$ cat src/rtl/srs_skid.sv
// ---------------------------------------------------------------------------
// srs_skid: output register with skid stage
// Decouples the pipeline enable from the downstream ready.
// ---------------------------------------------------------------------------
module srs_skid #(
   parameter type DATA_TYPE = logic [0:0]
) (
   input  logic     clock,
   input  logic     reset,
   input  logic     up_valid,
   output logic     up_ready,
   input  DATA_TYPE up_data,
   output logic     dn_valid,
   input  logic     dn_ready,
   output DATA_TYPE dn_data
);

   logic     out_valid_ff, out_valid_in;
   logic     skid_valid_ff, skid_valid_in;
   DATA_TYPE out_data_ff, out_data_in;
   DATA_TYPE skid_data_ff, skid_data_in;

   assign up_ready = !skid_valid_ff;

   always_comb begin
      out_valid_in  = out_valid_ff;
      skid_valid_in = skid_valid_ff;
      out_data_in   = out_data_ff;
      skid_data_in  = skid_data_ff;
      if (up_valid && up_ready) begin
         if (out_valid_ff && !dn_ready) begin
            // park the beat while the output waits
            skid_valid_in = 1'b1;
            skid_data_in  = up_data;
         end else begin
            out_valid_in = 1'b1;
            out_data_in  = up_data;
         end
      end else if (dn_ready) begin
         if (skid_valid_ff) begin
            out_valid_in  = 1'b1;
            out_data_in   = skid_data_ff;
            skid_valid_in = 1'b0;
         end else begin
            out_valid_in = 1'b0;
         end
      end
   end

   always_ff @(posedge clock) begin
      if (reset) begin
         out_valid_ff  <= 1'b0;
         skid_valid_ff <= 1'b0;
      end else begin
         out_valid_ff  <= out_valid_in;
         skid_valid_ff <= skid_valid_in;
      end
      out_data_ff  <= out_data_in;
      skid_data_ff <= skid_data_in;
   end

   assign dn_valid = out_valid_ff;
   assign dn_data  = out_data_ff;

endmodule

$ cat config.mk
export PLATFORM = sky130hd
export DESIGN_NAME = srs_skid
export DESIGN_NICKNAME = d
export VERILOG_FILES = /design/src/rtl/srs_skid.sv
export SDC_FILE = /design/constraint.sdc
export NUM_CORES = 1
export LEC_CHECK = 0
export ABC_AREA = 1
export BUFFER_PORTS_ARGS = -buffer_cell sky130_fd_sc_hd__buf_4
export CORE_AREA = 2 2 39 41
export CTS_BUF_LIST = sky130_fd_sc_hd__clkbuf_4
export DETAILED_ROUTE_END_ITERATION = 8
export DIE_AREA = 0 0 41 43
export HOLD_SLACK_MARGIN = 0.02
export MAX_ROUTING_LAYER = met4
export SYNTH_ARGS = -nofsm -noshare
export SYNTH_HDL_FRONTEND = slang
export SYNTH_SLANG_ARGS = --single-unit
$ cat constraint.sdc
create_clock -name clock -period 1 [get_ports clock]
set_input_delay 0.1 -clock clock [delete_from_list [all_inputs] [get_ports clock]]
set_output_delay 0.1 -clock clock [all_outputs]
set_load 0.01 [all_outputs]
==> results.toml <==
[flow_run]
maxCapViolCount = 0

[detailed_routing]
vias = 159
vias_per_cell = 3.24
drc = 0
avgRoutedWirePerCell_um = 6.49
detail-route-antenna-nets = 0
drt_first_pass_iters = 2
wirelength_um = 318
drt-initial-drc-count = 2

[grt]
grt_max_degree = 5
grt_pass1_wl_um = 476
antenna_found_initial = 0
track_usage = 0.0525
grt_pass1_vias = 148
grt_overflow = 0

[logic_synthesis]
synth_top_area_frac = 0.327
synth-edff-count = 2
synth.avg_cell_area_um2 = 8.36
synth_seq_cells = 4
postSynthCellCount = 22
synth_nets = 27
ys_warn_count = 0
synth-main-ff-cell = "edfxtp_1"
yosysTopAreaCell = "edfxtp_1"
synth_area_um2 = 184
seq_area_frac_synth = 0.544
synth-async-reset-ratio = 0
synthDistinctLibCells = 9
yosysMostFrequentCell = "inv_1"
yosys-top-cells-area = "edfxtp_1 (33%), dfxtp_1 (22%), inv_1 (12%)"
synth_common_cells = "inv_1 (6), nand2_1 (5)"

[power_and_ir_drop]
powerDensity_nw_per_um2 = 1710
p_leak_nw = 0.140
vdd_ir_drop_max_v = 0.000317

[sta]
max-slew-margin-rel = 0.906
period_needed_ps = 907
finalCritPeriodShare = 0.907
tightest_slew_ps = 140
finalMaxSlewViolations = 0
clock_skew_ps = 5.19
setup_viol = 0
max_freq_ghz = 1.10
finalHoldViolations = 0
finalSetupTns_ps = 0
rsz0062_at_grt = "false"
hold_ws_ps = 28.0

[cells_and_area]
drive_gt1_frac = 0.485
nNetsFinal = 39
n_antenna_cell = 0
syn2layout_area_growth_pct = 56.5
final_core_util = 0.208

[worst_setup_path]
cp_data_arrival_time_ps = 870
r2r_start = "skid_valid_ff"
worstSetupPathType = "flip-flop to flip-flop"
crit_fanout = 4
worstPathRequired_ps = 960
critPathCaptureType = "flip-flop"
cp-start-kind = "flip-flop"
setup.worst_path.start = "skid_valid_ff"

[placement]
routabilityCongestion = 0.622
io_buffer_count = 7
dp_hpwl_um = 259

[clock_network]
cts-buffers-inserted = 3
cts_buffer_depth = 2
clock_latency_ps = 240
cts.sinks = 4
cts_tree = "yes"
postCtsSetupBuffers = 0
clkTransAtPathRegs_ps = 40
cts_root_buf = "clkbuf_4"
h-tree-depth = 1

[hold_path]
worst_hold_startpoint = "reset"
worst_hold_path_type = "primary input to flip-flop"

[die]
rows = 14
coreArea_um2 = 1380
die_h_um = 43
initial_utilization = 0.133
dieArea_um2 = 1760
pin_count = 8
die_w_um = 41

[run_status]
outcome = "completed"
==> flip-flops by register name (all words and copies together) (netlist names) <==
register	count
skid_valid_ff	1
skid_data_ff	1
dn_valid	1
dn_data	1
==> worst max-delay path: stages, from the launching register on <==
cell     delay (ps)
dfxtp_2         320
nor2_1          140
nand2_1         100
inv_1            60
==> cells by family (layout without fill, tap and decap cells) <==
family,after synthesis,after routing,synth area share
simple gates,9,9,0.211
buf+inv,6,17,0.122
compound gates,3,3,0.122
flops,4,4,0.544
==> layout make-up <==
class / instances / area [µm²]
inverter: 6 / 22.5
sequential: 4 / 101
fill: 158 / 1100
multi-input combinational: 12 / 61.3
timing repair buffer: 7 / 52.6
clock buffer: 4 / 30.0
tap: 16 / 20.0
==> cell usage in the layout, fill, tap and decap left out <==
cell      n
edfxtp_1  2
inv_1     6
nand2_2   1
clkbuf_4  4
dfxtp_2   1
nand2_1   5
o21ai_0   1
nor2_1    2
a21oi_2   2
dfxtp_1   1
nor2_2    1
buf_4     7
==> report_power, final <==
group	internal, mW	total, mW	leakage, nW	switching [mW]
registers	0.183	0.186	0.0359	0.00333
logic	0.0278	0.0541	0.0857	0.0263
clock network	0.177	0.252	0.0184	0.0749
total	0.388	0.493	0.140	0.104
==> per-layer routing <==
metal  GRT usage  vias to the layer above  wire length, µm
li1            -                       87                -
met1      0.0354                       67              114
met2      0.0594                        5              164
met3      0.0471                        0               39
met4      0.0800                        0                0
met5           -                        -                0
==> timing repair <==
action	4_1_cts	5_1_grt
hold endpoints to repair	0	0
hold buffers	0	0
gates resized for setup	0	1
setup endpoints to repair	0	1
==> final timing paths <==
| check | slack [ps] | cells past startpoint | to |
|---|---|---|---|
| worst max-delay path | 90 | 3 | skid_data_ff |
| worst min-delay path | 30 | 2 | skid_valid_ff |
| worst max register to register | 90 | 3 | skid_data_ff |
| worst min register to register | 530 | 2 | dn_data |
==> metrics by stage <==
| stage | setup slack [ps] | cells | instance area (µm²) | total power [mW] |
|---|---|---|---|---|
| detailed placement | 44.0 | 45 | 256 | 0.244 |
| CTS | 44.5 | 49 | 287 | 0.505 |
| finish | 93.4 | 49 | 288 | 0.493 |
| floorplan | 57.0 | 22 | 184 | 0.215 |
| global route | 36.8 | 49 | 288 | 0.516 |
| global placement | 30.1 | 45 | 256 | 0.244 |
Power figures use the tool's default switching activity.
