## src/rtl/srs_pkg.sv

```systemverilog
// ---------------------------------------------------------------------------
// srs_pkg: shared types and constants
// Query codes and the digit width of the pipelined multiplier cells.
// ---------------------------------------------------------------------------
package srs_pkg;

   localparam int DIGIT_WIDTH = 16;

   typedef enum logic {
      FUNC_RAY    = 1'b0,
      FUNC_SPHERE = 1'b1
   } func_type;

endpackage

```

## src/rtl/srs_mul_cell.sv

```systemverilog
// ---------------------------------------------------------------------------
// srs_mul_cell: one digit of a pipelined multiplier
// Multiplies the full A operand by one digit of B and adds the shifted
// partial product to the running sum handed on from the previous cell.
// ---------------------------------------------------------------------------
module srs_mul_cell
   import srs_pkg::*;
#(
   parameter int A_WIDTH = 66,
   parameter int B_WIDTH = 80,
   parameter int P_WIDTH = 132,
   parameter int INDEX   = 0
) (
   input  logic               clock,
   input  logic               enable,
   input  logic [A_WIDTH-1:0] a_up,
   input  logic [B_WIDTH-1:0] b_up,
   input  logic [P_WIDTH-1:0] acc_up,
   output logic [A_WIDTH-1:0] a_dn,
   output logic [B_WIDTH-1:0] b_dn,
   output logic [P_WIDTH-1:0] acc_dn
);

   localparam int SHIFT = INDEX * DIGIT_WIDTH;

   logic [DIGIT_WIDTH-1:0]         digit;
   logic [A_WIDTH+DIGIT_WIDTH-1:0] prod;
   logic [P_WIDTH-1:0]             part;
   logic [P_WIDTH-1:0]             acc_in;
   logic [A_WIDTH-1:0]             a_ff;
   logic [B_WIDTH-1:0]             b_ff;
   logic [P_WIDTH-1:0]             acc_ff;

   assign digit  = b_up[SHIFT +: DIGIT_WIDTH];
   assign prod   = a_up * digit;
   assign part   = P_WIDTH'(prod) << SHIFT;
   assign acc_in = acc_up + part;

   always_ff @(posedge clock) begin
      if (enable) begin
         a_ff   <= a_up;
         b_ff   <= b_up;
         acc_ff <= acc_in;
      end
   end

   assign a_dn   = a_ff;
   assign b_dn   = b_ff;
   assign acc_dn = acc_ff;

endmodule

```

## config.mk

```make
export PLATFORM = sky130hd
export DESIGN_NAME = srs_mul_cell
export DESIGN_NICKNAME = d
export VERILOG_FILES = /design/src/rtl/srs_pkg.sv /design/src/rtl/srs_mul_cell.sv
export SDC_FILE = /design/constraint.sdc
export NUM_CORES = 2
export LEC_CHECK = 0
export CAP_MARGIN = 25
export CORE_UTILIZATION = 45
export CTS_CLUSTER_SIZE = 40
export DETAILED_ROUTE_END_ITERATION = 12
export DONT_BUFFER_PORTS = 1
export HOLD_SLACK_MARGIN = 0.02
export PLACE_DENSITY_LB_ADDON = 0.05
export SYNTH_ARGS = -nofsm -noshare
export SYNTH_HDL_FRONTEND = slang
export SYNTH_SLANG_ARGS = --single-unit
```

## constraint.sdc

```tcl
create_clock -name clock -period 8.95 [get_ports clock]
set_clock_uncertainty 0.05 [all_clocks]
set_input_delay 2.685 -clock clock [delete_from_list [all_inputs] [get_ports clock]]
set_output_delay 2.685 -clock clock [all_outputs]
set_load 0.01 [all_outputs]
```

==> results.md <==
* Status: complete, no violations
* DR WL met2 at roughly 70 mm
* Global Route Usage Sum at 29.3%
* CTS tree: yes
* CP max-delay cell: fa_2
* Final instance area at 0.0496 mm^2
* Fin. max-slew vios at 0
* Period utilisation layout at between 90% and 100%
* Number of synthesized flops with an enable pin at 278
* Instance count of the mapped netlist at 4,687
* Layout area overhead at 10.5%
* WL/cell at 23.2 um
* Core Region at ~0.1 mm^2
* Cts bufs inserted at 36
* Most frequent cells after synthesis: inv_1, fa_1, nand2_1, and2_1, edfxtp_1
* Cell variety after synth at 65
* Syn avg cell area at about 9.6 um^2
* Yosys warns at 0
* Share of layout cells above drive strength 1 at a little under a tenth
* Critical path type: input pin to flip-flop
* H-tree depth at 2
* Fmax at 113 MHz
* First-pass GRT wire length at ~220 mm
* Dpl cell area at 0.0480 mm^2
* Clock root cell: clkbuf_16
* Post-DP HPWL at ~110 mm
* DIE AREA at around 0.1 mm^2
* Placer Congestion at 0.911
* Simple-Gate Fraction of Synth Area at about 15%
* Max-Cap Viols at 0
* Post-synth top area share at a little over two fifths
* Post-synthesis adder-cell area fraction at 48.0%
* Most common cell on crit path: fa_1
* Antenna viol nets, final at 0
* Net count, final at 6,216
* Most frequent cell after synthesis: inv_1
* Worst Tran Pin Value at between 0.6 and 0.7 ns
* Cell Rows at approximately 120
* Shortest period the worst path allows at ~8.9 ns
* DRC viols at 0
* Via/cell ratio at around 5.2
* Metal-1 WL at 56.9 mm
* Sequential element share of the synthesized area at a little under a fifth
* Die Width at between 300 and 400 um
* Cts hold-fix bufs at 0
* DRT Pass-1 Iters at 8
* Final Hold Viols at 0
* IO Pins at between 500 and 600
* Met3 wire length at 9.46 mm
* FF+latch count, synth at between 200 and 300
* Initial Utilization at 45.6%
* Worst path max stage delay at slightly below 0.6 ns
* CTS Buffer Depth at 3
* Most area-hungry cell type in the Yosys netlist: fa_1
* Die Ht at between 300 and 400 um
* CP required at 9.26 ns
* 1st-iter DRT viols at about 2,100
* Clk slew on worst S/H paths at about 0.07 ns
* Highest metal used: met5
* Setup crit start kind: input pin
* Vias in the first global route at approximately 35,000
* Synth Area in XOR/XNOR at 2.46%
* Initial antenna violation count at 8
* Final setup violation count at 0
* I/O Buffers at 0
* Post-synthesis mux area share at 0%
* Main combinational cell family by area after synthesis: adder cells
* Unrepaired setup endpoints after global routing: yes
* Synth Area in Compound Gates at about 4.3%
* Synth area leaders: fa_1, edfxtp_1, inv_1
* Critical Path AT at slightly above 9 ns
* Rel. slew slack at between 50% and 60%
* Synthesized cell area at between 0.04 and 0.05 mm^2
* Top_reg_cell synth: edfxtp_1
* Total negative setup slack at 0 ns
* Largest net degree at the start of global routing at roughly 280
* Via count at between 30,000 and 40,000
* CP Max Fanout at 67
* Critical path endpoint category: flip-flop
* FFs w/ async S/R, synth at 0%
* Hold Crit Class: input pin to flip-flop
* WL final at between 100 and 150 mm
* Global route total overflow at 0
* Mapped Nets at ~6,100
* Clock sink count at between 200 and 300
* Critical-path cell list: and2_1 -> fa_1 -> inv_1 -> fa_2 -> fa_1 -> inv_1 -> fa_1 -> fa_1 -> fa_1 -> ha_4 -> buf_6 -> nand2_4 -> nor4_4 -> o31ai_4 -> a2111oi_4 -> buf_4 -> o211ai_1 -> and3_4 -> o21ai_4 -> nor3b_4 -> nand3_4 -> buf_4 -> nor2_4 -> xor2_1
-- routing by layer --
metal,GRT usage [%],vias up
met1,37.5,16600
met5,0,-
met2,49.5,1146
li1,-,14000
met4,10.8,10
met3,5.31,238
-- flip-flops by register name, indices dropped and copies added, names as in the netlist --
name and flops:
acc_dn 132, b_dn 80, a_dn 66
-- final timing paths --
check      from               endpoint  slack, ns  depth (start not counted)
min    a_up[42]     a_dn[42]$_DFFE_PP_       2.13                          0
max     b_up[4]  acc_dn[115]$_DFFE_PP_       0.06                         24
-- worst max-delay path: cells and delay by family --
| family | cells | cell delay (ns) |
|---|---|---|
| AND/OR/NAND/NOR | 7 | 1.46 |
| adder cells (fa/ha/maj) | 7 | 3.35 |
| AO/OA/AOI/OAI | 4 | 0.98 |
| buffers and inverters | 5 | 0.61 |
| XOR/XNOR | 1 | 0.06 |
-- cell usage in the layout (no fill, tap or decap), types with 22 or more instances in the layout --
cell type	instances
xor2_1	48
xnor2_1	76
a21o_1	32
o21ai_0	53
nand3_1	33
ha_1	136
nor2_1	77
a21oi_1	114
fa_1	959
nand4_1	39
ha_4	22
nand2_1	814
inv_1	1206
clkbuf_16	36
and2_1	361
edfxtp_1	278
buf_4	285
-- metrics by stage --
| stage | hold slack [ns] | instances | setup WS (ns) | util (%) |
|---|---|---|---|---|
| global route | 2.10 | 6113 | -0.179 | 50.3 |
| floorplan | 2.73 | 4687 | -0.0000497 | - |
| detailed placement | 2.73 | 6036 | -1.24 | 48.7 |
| finish | 2.13 | 6116 | 0.0642 | 50.3 |
| global placement | 2.73 | 6036 | -1.30 | 48.7 |
| CTS | 2.08 | 6101 | 0.00131 | 49.9 |
-- cell families after synthesis --
group / count (synthesis)
flip-flops: 278
adder cells (fa/ha/maj): 1136
buffers and inverters: 1421
AO/OA/AOI/OAI: 306
XOR/XNOR: 126
AND/OR/NAND/NOR: 1420
-- timing repair --
item,4_1_cts,5_1_grt
pin swaps,6,49
endpoints found under the hold margin,0,0
gates resized for setup,16,69
endpoints found under the setup margin,35,45
buffers inserted,2,11
cloned,0,0
-- cell type report --
| type | count | area [um^2] |
|---|---|---|
| clock buffers | 41 | 920 |
| clock inverters | 22 | 185 |
| flip-flops and latches | 278 | 8350 |
| well taps | 1287 | 1610 |
| inverters | 1209 | 4540 |
| multi-input cells | 2988 | 31800 |
| fillers | 9304 | 48900 |
| diodes | 4 | 10.0 |
| repair buffers | 287 | 2160 |
Power is not shown: default switching activity piles up to over one toggle a cycle in this logic, so the estimate is an artifact.
