`src/rtl/srs_div_cell.sv`:
```
// ---------------------------------------------------------------------------
// srs_div_cell: one quotient bit of a pipelined restoring divider
// Shifts in one dividend bit and subtracts the divisor when it fits.
// ---------------------------------------------------------------------------
module srs_div_cell #(
   parameter int D_WIDTH = 34,
   parameter int Q_WIDTH = 32,
   parameter int BIT_POS = 0
) (
   input  logic               clock,
   input  logic               enable,
   input  logic [D_WIDTH-1:0] rem_up,
   input  logic [Q_WIDTH-1:0] quo_up,
   input  logic [Q_WIDTH-1:0] low_up,
   input  logic [D_WIDTH-1:0] den_up,
   output logic [D_WIDTH-1:0] rem_dn,
   output logic [Q_WIDTH-1:0] quo_dn,
   output logic [Q_WIDTH-1:0] low_dn,
   output logic [D_WIDTH-1:0] den_dn
);

   logic [D_WIDTH:0]   shifted;
   logic [D_WIDTH:0]   diff;
   logic               take;
   logic [D_WIDTH-1:0] rem_in;
   logic [Q_WIDTH-1:0] quo_in;
   logic [D_WIDTH-1:0] rem_ff;
   logic [Q_WIDTH-1:0] quo_ff;
   logic [Q_WIDTH-1:0] low_ff;
   logic [D_WIDTH-1:0] den_ff;

   assign shifted = {rem_up, low_up[BIT_POS]};
   assign diff    = shifted - {1'b0, den_up};
   assign take    = shifted >= {1'b0, den_up};
   assign rem_in  = take ? diff[D_WIDTH-1:0] : shifted[D_WIDTH-1:0];
   assign quo_in  = take ? (quo_up | (Q_WIDTH'(1) << BIT_POS)) : quo_up;

   always_ff @(posedge clock) begin
      if (enable) begin
         rem_ff <= rem_in;
         quo_ff <= quo_in;
         low_ff <= low_up;
         den_ff <= den_up;
      end
   end

   assign rem_dn = rem_ff;
   assign quo_dn = quo_ff;
   assign low_dn = low_ff;
   assign den_dn = den_ff;

endmodule

```
`config.mk`:
```
export PLATFORM = sky130hd
export DESIGN_NAME = srs_div_cell
export DESIGN_NICKNAME = d
export VERILOG_FILES = /design/src/rtl/srs_div_cell.sv
export SDC_FILE = /design/constraint.sdc
export NUM_CORES = 1
export LEC_CHECK = 0
export ABC_AREA = 1
export BUFFER_PORTS_ARGS = -buffer_cell sky130_fd_sc_hd__buf_2
export CORE_ASPECT_RATIO = 1.1
export CORE_MARGIN = 2
export CORE_UTILIZATION = 47
export DETAILED_ROUTE_END_ITERATION = 10
export PLACE_DENSITY = 0.79
export REMOVE_ABC_BUFFERS = 1
export SYNTH_ARGS = -nofsm -noshare
export SYNTH_HDL_FRONTEND = slang
export SYNTH_SLANG_ARGS = --single-unit
```
`constraint.sdc`:
```
create_clock -name clock -period 2.8 [get_ports clock]
set_clock_uncertainty 0.1 [all_clocks]
set_input_delay 0.7 -clock clock [delete_from_list [all_inputs] [get_ports clock]]
set_output_delay 0.7 -clock clock [all_outputs]
set_load 0.05 [all_outputs]
```
==> results of run 1 <==
layout make-up:
class                      count  area [sq um]  area share, %
antenna                        3          7.51         0.0777
clock buffer                  17           425           4.40
clock inverter                14           154           1.59
inverter                     140           531           5.49
multi-input combinational    501          2500           25.9
sequential                   132          3960           41.0
tap                          192           240           2.49
timing repair buffer         324          1840           19.0
Yosys cell counts:
cell type  count
or2_2          1
nand2_1      285
ha_1          34
nand2_4        1
a21oi_1       27
edfxtp_1     132
buf_6          4
inv_2          1
nor2_1        48
buf_4          2
o21ai_0       11
and3_1         2
nand2_2       14
nand3b_1       7
nor3_2         1
clkinv_1       1
o21bai_1       3
fa_1           1
nand3_1       35
nor2_2         4
nor3_1         4
nand4_1        4
nand3_2        1
inv_6          1
inv_1        137
xnor2_1        2
xor2_1        16
cells by family (layout without fill, tap and decap cells):
group | Yosys count | after routing | synth area share (%)
other | 0 | 3 | 0
AND/OR/NAND/NOR | 407 | 407 | 23.9
AO/OA/AOI/OAI | 41 | 41 | 3.01
buffers and inverters | 146 | 495 | 8.37
flip-flops | 132 | 132 | 56.2
XOR/XNOR | 18 | 18 | 2.23
adder cells (fa/ha/maj) | 35 | 35 | 6.31
per-layer routing:
| layer | vias to the layer above | wire [um] |
|---|---|---|
| met3 | 37 | 1400 |
| li1 | 3176 | - |
| met2 | 289 | 10600 |
| met4 | 0 | 507 |
| met1 | 2903 | 7940 |
| met5 | - | 0 |
where the power goes:
part           internal (uW)  switching [uW]  total, uW
Clock                   1320             887       2200
Sequential              2410            49.1       2460
Combinational            518            1300       1820
Total                   4250            2240       6480
worst paths after layout:
path / start / end / cells past startpoint
min: low_up[4] / low_dn[4] / 1
max: den_up[25] / rem_dn[8] / 15
stage by stage:
step	setup WS (ns)	total power (uW)	util [%]	setup TNS (ns)
global route	0.108	6750	66.3	0
CTS	0.336	6520	66.3	0
global placement	-0.0181	4290	62.3	-0.221
finish	0.314	6480	66.3	0
floorplan	0.205	3690	-	0
detailed placement	-0.0710	4310	62.3	-1.57
state kept, by name, indices dropped and copies added (netlist names):
| register | flops |
|---|---|
| quo_dn | 32 |
| den_dn | 34 |
| rem_dn | 34 |
| low_dn | 32 |
critical path, delay by kind of cell:
family | cells | cell delay, ns
AND/OR/NAND/NOR | 10 | 1.18
buffers and inverters | 4 | 0.33
adder cells (fa/ha/maj) | 1 | 0.34
==> reports/qor.yml, run 1 <==
floorplan:
  pin_count: 266
  die_w_um: 121
  rows: 46
  die_h_um: 133
  start_util_pct: 48.5
  core_sq_um: 14600
  die-area_sq_um: 16000
routing:
  viasPerCell: 4.84
  first_iter_violations: 476
  wl_um: 20500
  drc: 0
  vias: 6405
  drt-pass1-iter-count: 5
  ant_nets: 0
  wl_per_cell_um: 15.5
clock_network:
  clockBufferDepth: 2
  cts_setup_buffers: 0
  ctsHoldBuffers: 0
  cts-buffers-inserted: 17
  cts_tree: "done"
  ctsResizeCount: 0
  clk_pin_slew_worst_paths_ns: 0.06
  cts.sinks: 132
  cts_max_level: 4
  root_buffer: "clkbuf_16"
critical_path:
  crit_type: "in -> reg"
  crit_path_frequent_cell: "nand2_1"
  startpoint_type: "input pin"
  path_cells: "buf_2, inv_1, ha_1, nand2_1, nor2_1, nand2_1, nor2_1, nand2_1, nand2_1, nand2_2, nand2_4, inv_6, buf_12, nand2_1, nand2_1"
  cpMaxStageDelayCell: "ha_1"
  end_kind: "flip-flop"
  worst-path-max-fanout: 16
  worst-endpoint-required_ns: 2.87
  arrival_ns: 2.56
  cpPeakStageDelay_ns: 0.34
sta:
  period_needed_ns: 2.49
  finalHoldWorstSlack_ns: 0.354
  finalHoldViolations: 0
  slew_headroom_pct: 71.9
  max_freq_mhz: 402
  post-route-period-util_pct: 88.8
  finalMaxSlewViolations: 0
  rsz0062_at_grt: "no"
  tightest_slew_ns: 0.421
  finalSetupViolCount: 0
power:
  p_per_area_nw_per_um2: 671
  worst_ir_drop_vdd_mv: 0.355
  leakagePower_uw: 0.00503
synthesis:
  synth_top_area_cell: "edfxtp_1"
  synth_seq_area_share_pct: 56.2
  yosysWarnings: 0
  synth_area_sq_um: 7060
  synthCells: 779
  synth_top_area_share_pct: 56.2
  synth.avg_cell_area_sq_um: 9.06
  ys_ff_latch: 132
  ys_top_cells_by_area: "edfxtp_1 (56%), nand2_1 (15%), inv_1 (7.3%)"
  synth_cell_types: 27
final_layout:
  fin_nets: 1285
  syn_to_final_growth_pct: 36.9
  drive_gt1_share_pct: 33.6
  layout_commonest_cell: "nand2_1"
  mostFrequentLayoutCells: "nand2_1 (285), buf_2 (264), inv_1 (137)"
  nFillCells: 1202
  instances_no_fill: 1323
  fin_area_sq_um: 9660
grt:
  use_met3_pct: 5.26
  grt_pass1_vias: 6280
  grt_max_degree: 45
  gr-total-overflow: 0
  antenna_found_initial: 3
  grt_pass1_wl_um: 30900
  met1_usage_pct: 28.4
  grtUsageMet2_pct: 46.0
  grt_usage_pct: 25.3
  busiest_layer: "met2"
placed_design:
  hpwlAfterDp_um: 16100
  placed_cells: 1289
  place_congestion: 0.989
  placed_cell_area_sq_um: 9070
  io_buffers: 265
job:
  max-cap-violations: 0
min_path:
  hold_class: "in -> reg"
status:
  status: "completed"
Power figures use the tool's default switching activity.
==> inputs of run 2 (changes only) <==
clock period = 2.52 ns   (was 2.8 ns; I/O delays follow)
==> run 2 against run 1 <==
Effect of this change: cell count up 4.9%; sequential share of layout area down 2.0 points; non-clock buffer count up 63; count of clock-buffer cells in the layout up 1; hold slack worse by 0.070 ns; largest power group unchanged; die area unchanged; first-iteration DRC count down 20%; combinational power up 18%; highest routed layer unchanged; core utilization up 3.5 points; sequential power up 11%; largest cell class unchanged; wire length up 1.5%.
==> reports/qor.yml, run 2 (synthesis results as in run 1) <==
status:
  status: "completed"
power:
  p_per_area_nw_per_um2: 729
  switching_share_pct: 34.6
  p_seq_share_pct: 36.9
  leakagePower_uw: 0.00533
  power.share.combinational_pct: 29.0
  switching_power_uw: 2560
  worst_ir_drop_vdd_mv: 0.476
  intPower_uw: 4850
  p_clk_share_pct: 34.1
grt:
  grt_pass1_wl_um: 31500
  grt_pass1_vias: 6478
  antenna_found_initial: 3
  grt_usage_pct: 25.4
  gr-total-overflow: 0
  grt_max_degree: 42
critical_path:
  path_buf_inv: 2
  cp_top_family: "simple AND/OR/NAND/NOR gates"
  arrival_ns: 2.43
  worst-endpoint-required_ns: 2.58
  crit_path_frequent_cell: "nand2_1"
  worst-path-max-fanout: 19
  cpMaxStageDelayCell: "ha_1"
  cpPeakStageDelay_ns: 0.34
  path_cells: "buf_2, ha_1, a21oi_1, nand2_1, nand2_1, nand2_1, a21oi_1, nand2_1, nand2_2, nand2_4, buf_12, nand3_1, nand2_1"
  startpoint_type: "input pin"
  end_kind: "flip-flop"
  crit_type: "in -> reg"
final_layout:
  mostFrequentLayoutCells: "nand2_1 (284), buf_2 (264), inv_1 (137)"
  drive_gt1_share_pct: 37.2
  utilization_pct: 69.8
  fin_nets: 1348
  layout_commonest_cell: "nand2_1"
  syn_to_final_growth_pct: 44.1
sta:
  finalHoldWorstSlack_ns: 0.284
  finalMaxSlewViolations: 0
  max_freq_mhz: 422
  tightest_slew_ns: 0.392
  period_needed_ns: 2.37
  finalHoldViolations: 0
  post-route-period-util_pct: 94.1
  fin_tns_setup_ns: 0
  slew_headroom_pct: 73.6
  finalSetupViolCount: 0
routing:
  drc: 0
  wl_um: 20800
  viasPerCell: 4.74
  vias: 6585
  wl_per_cell_um: 15.0
  first_iter_violations: 382
  ant_nets: 0
  drt-pass1-iter-count: 5
floorplan:
  die_h_um: 133
  die_w_um: 121
  rows: 46
  pin_count: 266
  die-area_sq_um: 16000
  start_util_pct: 48.5
  core_sq_um: 14600
clock_network:
  cts_tree: "done"
  ctsHoldBuffers: 0
  clk_pin_slew_worst_paths_ns: 0.07
  cts_max_level: 4
  cts.sinks: 132
  root_buffer: "clkbuf_16"
  cts-buffers-inserted: 17
  clockBufferDepth: 2
  cts_setup_buffers: 0
placed_design:
  hpwlAfterDp_um: 16400
  place_congestion: 0.892
  io_buffers: 265
job:
  max-cap-violations: 0
min_path:
  hold_class: "in -> reg"
-- run 2: cell count changes in the layout (fill, tap and decap cells not counted), moves of 2 or more --
| cell | before | now |
|---|---|---|
| inv_6 | 4 | 6 |
| buf_4 | 54 | 116 |
| clkinv_2 | 3 | 0 |
| clkinv_4 | 3 | 1 |
| clkinvlp_4 | 2 | 4 |
-- run 2: per-layer routing --
| metal | global-route usage [%] | vias up | part of all wire (%) |
|---|---|---|---|
| li1 | - | 3297 | - |
| met1 | 29.4 | 3011 | 40 |
| met2 | 45.7 | 237 | 51 |
| met3 | 4.78 | 40 | 5.9 |
| met4 | 10.6 | 0 | 2.9 |
| met5 | 0 | - | 0 |
-- run 2: stage by stage --
step	instance area, sq um	instances	setup WS, ns	power, uW
2_1_floorplan	7000	773	-0.00479	4100
3_3_place_gp	9560	1352	-0.298	4880
3_5_place_dp	9560	1352	-0.306	4920
4_1_cts	10200	1384	0.126	7420
5_1_grt	10200	1388	-0.000518	7680
6_report	10200	1388	0.149	7410
-- run 2: final timing paths --
| path | from | end | slack (ns) | cells after the start |
|---|---|---|---|---|
| worst max-delay path | rem_up[21] | rem_dn[27] | 0.15 | 13 |
| worst min-delay path | quo_up[6] | quo_dn[6] | 0.28 | 1 |
-- run 2: final cells by class --
| class | instances | area [sq um] |
|---|---|---|
| fill | 1190 | 4390 |
| timing repair buffer | 387 | 2320 |
| inverter | 140 | 531 |
| multi-input combinational | 501 | 2510 |
| antenna | 4 | 10.0 |
| clock buffer | 18 | 429 |
| clock inverter | 14 | 165 |
| sequential | 132 | 3960 |
| tap | 192 | 240 |
-- run 2: timing repair --
| action | in CTS | in global routing |
|---|---|---|
| resized for setup | 0 | 3 |
| setup endpoints to repair | 0 | 32 |
| hold endpoints to repair | 0 | 0 |
-- run 2: power by group through the flow --
stage | Sequential (uW) | Clock [uW] | Combinational, uW
CTS | 2740 | 2540 | 2150
global placement | 2770 | 0 | 2110
floorplan | 3540 | 0 | 566
global route | 2750 | 2620 | 2300
finish | 2740 | 2530 | 2150
detailed placement | 2780 | 0 | 2140
